--- src/rtl/flpte_pkg.sv ---
// Shared constants, codes and control types of the four-level page table engine.
package flpte_pkg;

  localparam int TABLE_COUNT_DEF   = 64;
  localparam int ENTRY_W           = 64;
  localparam int IDX_W             = 9;
  localparam int PAGE_SHIFT        = 12;
  localparam int VA_W              = 48;
  localparam int PA_W              = 52;
  localparam int FLAGS_W           = 12;
  localparam int FRAME_W           = PA_W - PAGE_SHIFT;
  localparam int ROOT_W            = 6;
  localparam int LVL_W             = 2;
  localparam int CMD_W             = 2;
  localparam int STATUS_W          = 2;
  localparam int L0_SHIFT          = 39;
  localparam int L1_SHIFT          = 30;
  localparam int L2_SHIFT          = 21;
  localparam int L3_SHIFT          = 12;
  localparam int BIT_PRESENT       = 0;
  localparam int BIT_WRITABLE      = 1;
  localparam int BIT_USER          = 2;
  localparam int MOD_BITS_PER_STEP = 8;

  localparam logic [LVL_W-1:0] LVL_TOP  = 2'd0;
  localparam logic [LVL_W-1:0] LVL_MID  = 2'd1;
  localparam logic [LVL_W-1:0] LVL_DIR  = 2'd2;
  localparam logic [LVL_W-1:0] LVL_LEAF = 2'd3;

  typedef enum logic [CMD_W-1:0] {
    CMD_MAP     = 2'd0,
    CMD_UNMAP   = 2'd1,
    CMD_RESOLVE = 2'd2,
    CMD_NOP     = 2'd3
  } cmd_t;

  typedef enum logic [STATUS_W-1:0] {
    STS_OK            = 2'd0,
    STS_OUT_OF_TABLES = 2'd1,
    STS_NOT_MAPPED    = 2'd2
  } status_t;

  typedef enum logic [2:0] {
    ST_CLEAR,
    ST_IDLE,
    ST_READ,
    ST_EVAL,
    ST_MOD,
    ST_CHECK,
    ST_WRITE,
    ST_DONE
  } state_t;

  typedef struct packed {
    logic clr_wr;
    logic load;
    logic adv_short;
    logic mod_start;
    logic adv_mod;
    logic wr;
    logic set_oot;
    logic set_nm;
    logic set_res;
    logic push;
  } dp_cmd_t;

  typedef struct packed {
    logic             clr_done;
    logic             present;
    logic             small_child;
    logic             mod_busy;
    logic             mod_done;
    logic [LVL_W-1:0] lvl;
    cmd_t             cmd;
    logic             pool_short;
    logic             out_busy;
  } dp_stat_t;

endpackage

--- src/rtl/flpte_ctrl.sv ---
// Controller state machine: sequences clearing, walks, allocation and result hand-off.
module flpte_ctrl import flpte_pkg::*; (
  input  logic             clk,
  input  logic             rst_n,
  input  logic             in_valid,
  output logic             in_stall,
  input  logic [CMD_W-1:0] in_cmd,
  input  dp_stat_t         stat_i,
  output dp_cmd_t          cmd_o
);

  state_t state_r;
  state_t state_nxt;
  state_t after_adv;

  always_ff @(posedge clk) begin
    if (!rst_n) begin
      state_r <= ST_CLEAR;
    end else begin
      state_r <= state_nxt;
    end
  end

  // where a walk goes once it has stepped down one level
  always_comb begin
    after_adv = ST_READ;
    if (stat_i.lvl == LVL_DIR) begin
      case (stat_i.cmd)
        CMD_MAP:   after_adv = ST_CHECK;
        CMD_UNMAP: after_adv = ST_WRITE;
        default:   after_adv = ST_READ;
      endcase
    end
  end

  always_comb begin
    state_nxt = state_r;
    cmd_o     = '0;
    in_stall  = 1'b1;
    unique case (state_r)
      ST_CLEAR: begin
        cmd_o.clr_wr = 1'b1;
        if (stat_i.clr_done) begin
          state_nxt = ST_IDLE;
        end
      end
      ST_IDLE: begin
        in_stall = 1'b0;
        if (in_valid) begin
          cmd_o.load = 1'b1;
          state_nxt  = (cmd_t'(in_cmd) == CMD_NOP) ? ST_DONE : ST_READ;
        end
      end
      ST_READ: begin
        state_nxt = ST_EVAL;
      end
      ST_EVAL: begin
        if (stat_i.lvl == LVL_LEAF) begin
          if (stat_i.present) begin
            cmd_o.set_res = 1'b1;
          end else begin
            cmd_o.set_nm = 1'b1;
          end
          state_nxt = ST_DONE;
        end else if (!stat_i.present) begin
          // map builds from the missing level; the others give up
          if (stat_i.cmd == CMD_MAP) begin
            state_nxt = ST_CHECK;
          end else begin
            cmd_o.set_nm = 1'b1;
            state_nxt    = ST_DONE;
          end
        end else if (stat_i.small_child) begin
          cmd_o.adv_short = 1'b1;
          state_nxt       = after_adv;
        end else begin
          cmd_o.mod_start = 1'b1;
          state_nxt       = ST_MOD;
        end
      end
      ST_MOD: begin
        if (stat_i.mod_done) begin
          cmd_o.adv_mod = 1'b1;
          state_nxt     = after_adv;
        end
      end
      ST_CHECK: begin
        if (stat_i.pool_short) begin
          cmd_o.set_oot = 1'b1;
          state_nxt     = ST_DONE;
        end else begin
          state_nxt = ST_WRITE;
        end
      end
      ST_WRITE: begin
        cmd_o.wr = 1'b1;
        if (stat_i.lvl == LVL_LEAF) begin
          state_nxt = ST_DONE;
        end
      end
      ST_DONE: begin
        // hold until the result register is free
        if (!stat_i.out_busy) begin
          cmd_o.push = 1'b1;
          state_nxt  = ST_IDLE;
        end
      end
      default: begin
        state_nxt = ST_IDLE;
      end
    endcase
  end

endmodule

--- config.mk ---
export PLATFORM = sky130hd
export DESIGN_NAME = flpte_ctrl
export DESIGN_NICKNAME = d
export VERILOG_FILES = /design/src/rtl/flpte_pkg.sv /design/src/rtl/flpte_ctrl.sv
export SDC_FILE = /design/constraint.sdc
export NUM_CORES = 1
export LEC_CHECK = 0
export ABC_AREA = 1
export BUFFER_PORTS_ARGS = -buffer_cell sky130_fd_sc_hd__buf_2
export CAP_MARGIN = 5
export CORE_AREA = 3 3 40 42
export CTS_CLUSTER_DIAMETER = 100
export DETAILED_ROUTE_END_ITERATION = 10
export DIE_AREA = 0 0 43 45
export HOLD_SLACK_MARGIN = 0.12
export PLACE_DENSITY_LB_ADDON = 0.25
export SETUP_SLACK_MARGIN = 0.15
export SLEW_MARGIN = 20
export SYNTH_ARGS = -nofsm -noshare
export SYNTH_HDL_FRONTEND = slang
export SYNTH_SLANG_ARGS = --single-unit
--- constraint.sdc ---
create_clock -name clk -period 1.45 [get_ports clk]
set_clock_uncertainty 0.1 [all_clocks]
set_input_delay 0.145 -clock clk [delete_from_list [all_inputs] [get_ports clk]]
set_output_delay 0.145 -clock clk [all_outputs]
set_load 0.01 [all_outputs]
==> results of run 1 <==
## through the flow
stage | setup slack (ps) | hold WS, ps | total power [uW] | util | setup TNS [ps]
floorplan | 253 | 196 | 634 | - | 0
global placement | 142 | 312 | 809 | 0.464 | 0
detailed placement | 127 | 321 | 816 | 0.464 | 0
CTS | 25.5 | 260 | 1090 | 0.521 | 0
global route | -42.4 | 301 | 1320 | 0.561 | -102
finish | 53.5 | 256 | 1190 | 0.561 | 0
## routing by layer
layer | track usage | wire (um) | vias up
li1 | - | - | 346
met1 | 0.163 | 539 | 258
met2 | 0.246 | 647 | 24
met3 | 0.0637 | 138 | 4
met4 | 0.0301 | 17 | 0
met5 | 0 | 0 | -
## worst min-delay path by stage
| stage | from | to | slack, ps | cells past startpoint |
|---|---|---|---|---|
| detailed placement | rst_n | state_r[2]$_SDFFE_PN0P_ | 320 | 3 |
| global route | in_cmd[0] | state_r[2]$_SDFFE_PN0P_ | 300 | 5 |
| floorplan | rst_n | state_r[1]$_SDFFE_PN0P_ | 200 | 2 |
| finish | in_cmd[0] | state_r[2]$_SDFFE_PN0P_ | 260 | 5 |
| global placement | rst_n | state_r[1]$_SDFFE_PN0P_ | 310 | 3 |
| CTS | in_cmd[0] | state_r[2]$_SDFFE_PN0P_ | 260 | 5 |
## cell families after synthesis
logic type,count (synthesis),share of synthesized area
flops,3,0.135
simple gates,62,0.629
compound gates,6,0.0674
buf+inv,19,0.169
## critical path, cell delays in order, from the launching register on
cell and delay [ps]:
dfxtp_4 350, buf_4 140, nor2_4 130, nand3_2 90, nor2_1 80, buf_2 130
## cell usage after synthesis (all sizes together)
master	count	area [sq um]
buf	1	7.51
nand3	8	45.0
inv	18	67.6
nor3	1	5.00
o21ai	4	20.0
dfxtp	3	60.1
nand2	30	120
or2	1	6.26
nand4	1	6.26
nor2	20	90.1
nand3b	1	7.51
a21oi	2	10.0
## final cells by class
| type | count | area, sq um | share of cell area |
|---|---|---|---|
| multi-input cells | 68 | 340 | 0.472 |
| clock buffers | 4 | 26.3 | 0.0365 |
| flip-flops and latches | 3 | 71.3 | 0.0990 |
| well taps | 15 | 18.8 | 0.0260 |
| repair buffers | 33 | 194 | 0.269 |
| inverters | 18 | 70.1 | 0.0972 |
## power by group through the flow
stage	combinational [uW]	sequential [uW]	clock [uW]
2_1_floorplan	473	161	0
3_3_place_gp	630	179	0
3_5_place_dp	636	180	0
4_1_cts	710	220	158
5_1_grt	926	228	169
6_report	818	220	153
## timing repair
action / CTS / global route
gates resized for setup: 9 / 10
hold buffers: 1 / 0
pin swaps: 3 / 4
cloned: 0 / 0
hold endpoints to repair: 2 / 0
setup endpoints to repair: 13 / 13
setup buffers: 2 / 3
==> out/qor.yml, run 1 <==
cells_and_area:
  largest_reg_flops: 3
  final_cell_mix: "nand2_1, buf_2, inv_1, nor2_1"
  nets: 143
  top_regs: "state_r x3"
  fill_cells: 138
  drive_above_1_share: 0.437
  final_cells: 141
  layout_commonest_cell: "nand2_1"
  top_register: "state_r"
  design_area_sq_um: 721
  areaGrowthSynthToFinish_pct: 61.8
  antenna_cells: 0
placement:
  place_inst: 131
  place_area_sq_um: 597
  gp_congestion: 0.793
  dp.final_hpwl_um: 1030
  portBuffers: 25
job:
  drv_cap: 0
clock_tree:
  root_buffer: "clkbuf_4"
  clock-sinks: 3
  cts_made_buffers: 3
  cts_max_level: 1
  worstSkewPairLatency_ps: 240
  clock_path_buffers: 2
  cts_tree: "built"
  path_clk_slew_ps: 30
setup_path:
  critPathKind: "reg2out"
  critPathLaunch: "state_r[2]$_SDFFE_PN0P_"
  r2r-end: "state_r[1]$_SDFFE_PN0P_"
  crit_path_max_fanout: 5
  ff2ff_path_depth: 9
  critPathArrivalTime_ps: 1150
  endpoint: "cmd_o[7]"
  endpoint_kind: "primary output"
  r2r_start: "state_r[2]$_SDFFE_PN0P_"
  reg2reg_slack_ps: 110
  start_kind: "register"
  required_ps: 1210
power:
  power_density_nw_per_um2: 1650
  power_frac_seq: 0.185
  pwr-share-comb: 0.686
  switching_share: 0.488
  internal-power_uw: 610
  clkPwrFrac: 0.129
  power.switching_uw: 581
  leakagePower_uw: 0.000429
  ir_drop_mv: 0.658
global_routing:
  grt_pass1_vias: 550
  grt_max_degree: 7
  grt-ovfl-total: 0
  grt_pass1_wl_um: 2100
  grt_antenna_before_repair: 0
  grt_usage: 0.142
route:
  first_iter_violations: 10
  vias_per_cell: 4.48
  wl_um: 1340
  ant_nets: 0
  num_vias: 632
  drc: 0
  firstDrtPassIters: 4
  wl_per_cell_um: 9.51
outcome:
  status: "finished clean"
die:
  core_area_sq_um: 1280
  die_h_um: 45
  rows: 13
  die-area_sq_um: 1940
  pin_count: 27
  die_x_um: 43
  initial_core_util: 0.347
sta:
  rsz0062_at_grt: "yes"
  setup_viol: 0
  period_share: 0.963
  tightestPinTransition_ps: 168
  fmax_mhz: 716
  hold_viol: 0
  slew_viol_final: 0
  period_needed_ps: 1400
  maxSlewHeadroom: 0.888
logic_synthesis:
  avgSynthCellArea_sq_um: 4.95
  ys_seq_area_frac: 0.135
  ys_types: 17
  yosys_warnings: 0
  synth_area_sq_um: 445
  netlist_instances: 90
  syn-num-nets: 106
  ys_ff_latch: 3
hold_path:
  worstHoldPathType: "in2reg"
(Power assumes the default switching activity.)
==> run 2: changes to the inputs <==
--- a/config.mk
+++ b/config.mk
@@ -8,12 +8,11 @@
 export ABC_AREA = 1
 export BUFFER_PORTS_ARGS = -buffer_cell sky130_fd_sc_hd__buf_2
 export CAP_MARGIN = 5
-export CORE_AREA = 3 3 40 42
+export CORE_AREA = 2 2 39 41
 export CTS_CLUSTER_DIAMETER = 100
 export DETAILED_ROUTE_END_ITERATION = 10
-export DIE_AREA = 0 0 43 45
+export DIE_AREA = 0 0 41 43
 export HOLD_SLACK_MARGIN = 0.12
-export PLACE_DENSITY_LB_ADDON = 0.25
 export SETUP_SLACK_MARGIN = 0.15
 export SLEW_MARGIN = 20
 export SYNTH_ARGS = -nofsm -noshare
==> out/qor.yml, run 2 (synthesis results as in run 1) <==
die:
  core_area_sq_um: 1380
  initial_core_util: 0.322
  die_h_um: 43
  pin_count: 27
  rows: 14
  die-area_sq_um: 1760
  die_x_um: 41
power:
  ir_drop_mv: 0.786
  leakagePower_uw: 0.000444
  power_density_nw_per_um2: 1640
  power.total_uw: 1240
global_routing:
  grt_max_degree: 7
  grt_usage: 0.159
  grt_pass1_vias: 548
  grt_antenna_before_repair: 0
  grt_pass1_wl_um: 2010
  grt-ovfl-total: 0
cells_and_area:
  design_area_sq_um: 758
  drive_above_1_share: 0.484
  antenna_cells: 0
  top_regs: "state_r x3"
  largest_reg_flops: 3
  fin_util: 0.548
  nets: 143
  final_cell_mix: "nand2_1, buf_2, inv_1, nor2_1"
  areaGrowthSynthToFinish_pct: 70.2
  top_register: "state_r"
route:
  firstDrtPassIters: 4
  wl_um: 1330
  first_iter_violations: 8
  ant_nets: 0
  num_vias: 650
  vias_per_cell: 4.58
  drc: 0
  wl_per_cell_um: 9.38
sta:
  period_share: 0.961
  period_needed_ps: 1390
  maxSlewHeadroom: 0.841
  slew_viol_final: 0
  tightestPinTransition_ps: 236
  setup_ws_ps: 56.8
  rsz0062_at_grt: "yes"
  hold_viol: 0
  setup_viol: 0
  fmax_mhz: 718
clock_tree:
  cts_tree: "built"
  cts_max_level: 1
  cts_made_buffers: 3
  path_clk_slew_ps: 40
  clock_path_buffers: 2
  root_buffer: "clkbuf_4"
  clock-sinks: 3
  worstSkewPairLatency_ps: 230
setup_path:
  start_kind: "register"
  critical_path.cell_chain: "buf_6 > nor2_4 > nand3_2 > nor2_1 > buf_2"
  crit_slowest_cell: "dfxtp_4"
  critPathKind: "reg2out"
  cpLargestDelayFamily: "flip-flops"
  cp.buffers_inverters: 2
  critPathMaxStageDelay_ps: 350
  endpoint_kind: "primary output"
  required_ps: 1210
  critPathArrivalTime_ps: 1150
  crit_path_max_fanout: 4
placement:
  gp_congestion: 0.760
  portBuffers: 25
  dp_slack_ps: 79.6
  place_area_sq_um: 591
  dp.final_hpwl_um: 924
job:
  drv_cap: 0
outcome:
  status: "finished clean"
hold_path:
  worstHoldPathType: "in2reg"
[run 2: cell counts in the layout (fill, tap and decap cells not counted)]
No cell type changed its count.
[run 2: area by class of cell]
type / instances / area, sq um
Multi-Input combinational cell: 68 / 373
Fill cell: 151 / 626
Inverter: 18 / 70.1
Timing Repair Buffer: 33 / 198
Clock buffer: 4 / 26.3
Sequential cell: 3 / 71.3
Tap cell: 16 / 20.0
[run 2: timing repair]
action / 4_1_cts / 5_1_grt
hold endpoints to repair: 2 / 0
setup buffers: 6 / 0
setup endpoints to repair: 14 / 14
resized for setup: 11 / 18
hold buffers: 1 / 0
pin swaps: 2 / 5
[run 2: metrics by stage]
stage | setup TNS [ps] | instances | hold slack [ps]
final | 0 | 142 | 265
after global routing | -26.8 | 142 | 323
after CTS | 0 | 142 | 252
after detailed placement | 0 | 131 | 317
after global placement | 0 | 131 | 313
after floorplan | 0 | 90 | 196
[run 2: power by group]
| part | total (uW) | internal (uW) | leakage [uW] | switching, uW |
|---|---|---|---|---|
| sequential | 234 | 142 | 0.0000267 | 91.8 |
| combinational | 859 | 380 | 0.000402 | 479 |
| clock | 149 | 103 | 0.0000150 | 45.7 |
[run 2: per-layer routing]
layer	share of wire	vias up	GRT usage
li1	-	342	-
met1	0.47	290	0.218
met2	0.49	18	0.256
met3	0.046	0	0.0157
met4	0	0	0.0400
met5	0	-	0
[run 2: worst register-to-register path, delay by kind of cell, from the launching register on]
kind / cells / cell delay, ps
DFF: 1 / 360
buffers and inverters: 2 / 190
and+or+nand+nor: 2 / 240
AOI/OAI and AO/OA: 2 / 330
[run 2: path summary, 6_finish.rpt]
path / startpoint / to / slack, ps / cells past startpoint
setup / recovery: state_r[2]$_SDFFE_PN0P_ / cmd_o[7] / 60 / 5
hold / removal: in_cmd[1] / state_r[2]$_SDFFE_PN0P_ / 270 / 5
setup reg to reg: state_r[2]$_SDFFE_PN0P_ / state_r[2]$_SDFFE_PN0P_ / 110 / 6
hold reg to reg: state_r[1]$_SDFFE_PN0P_ / state_r[1]$_SDFFE_PN0P_ / 600 / 3
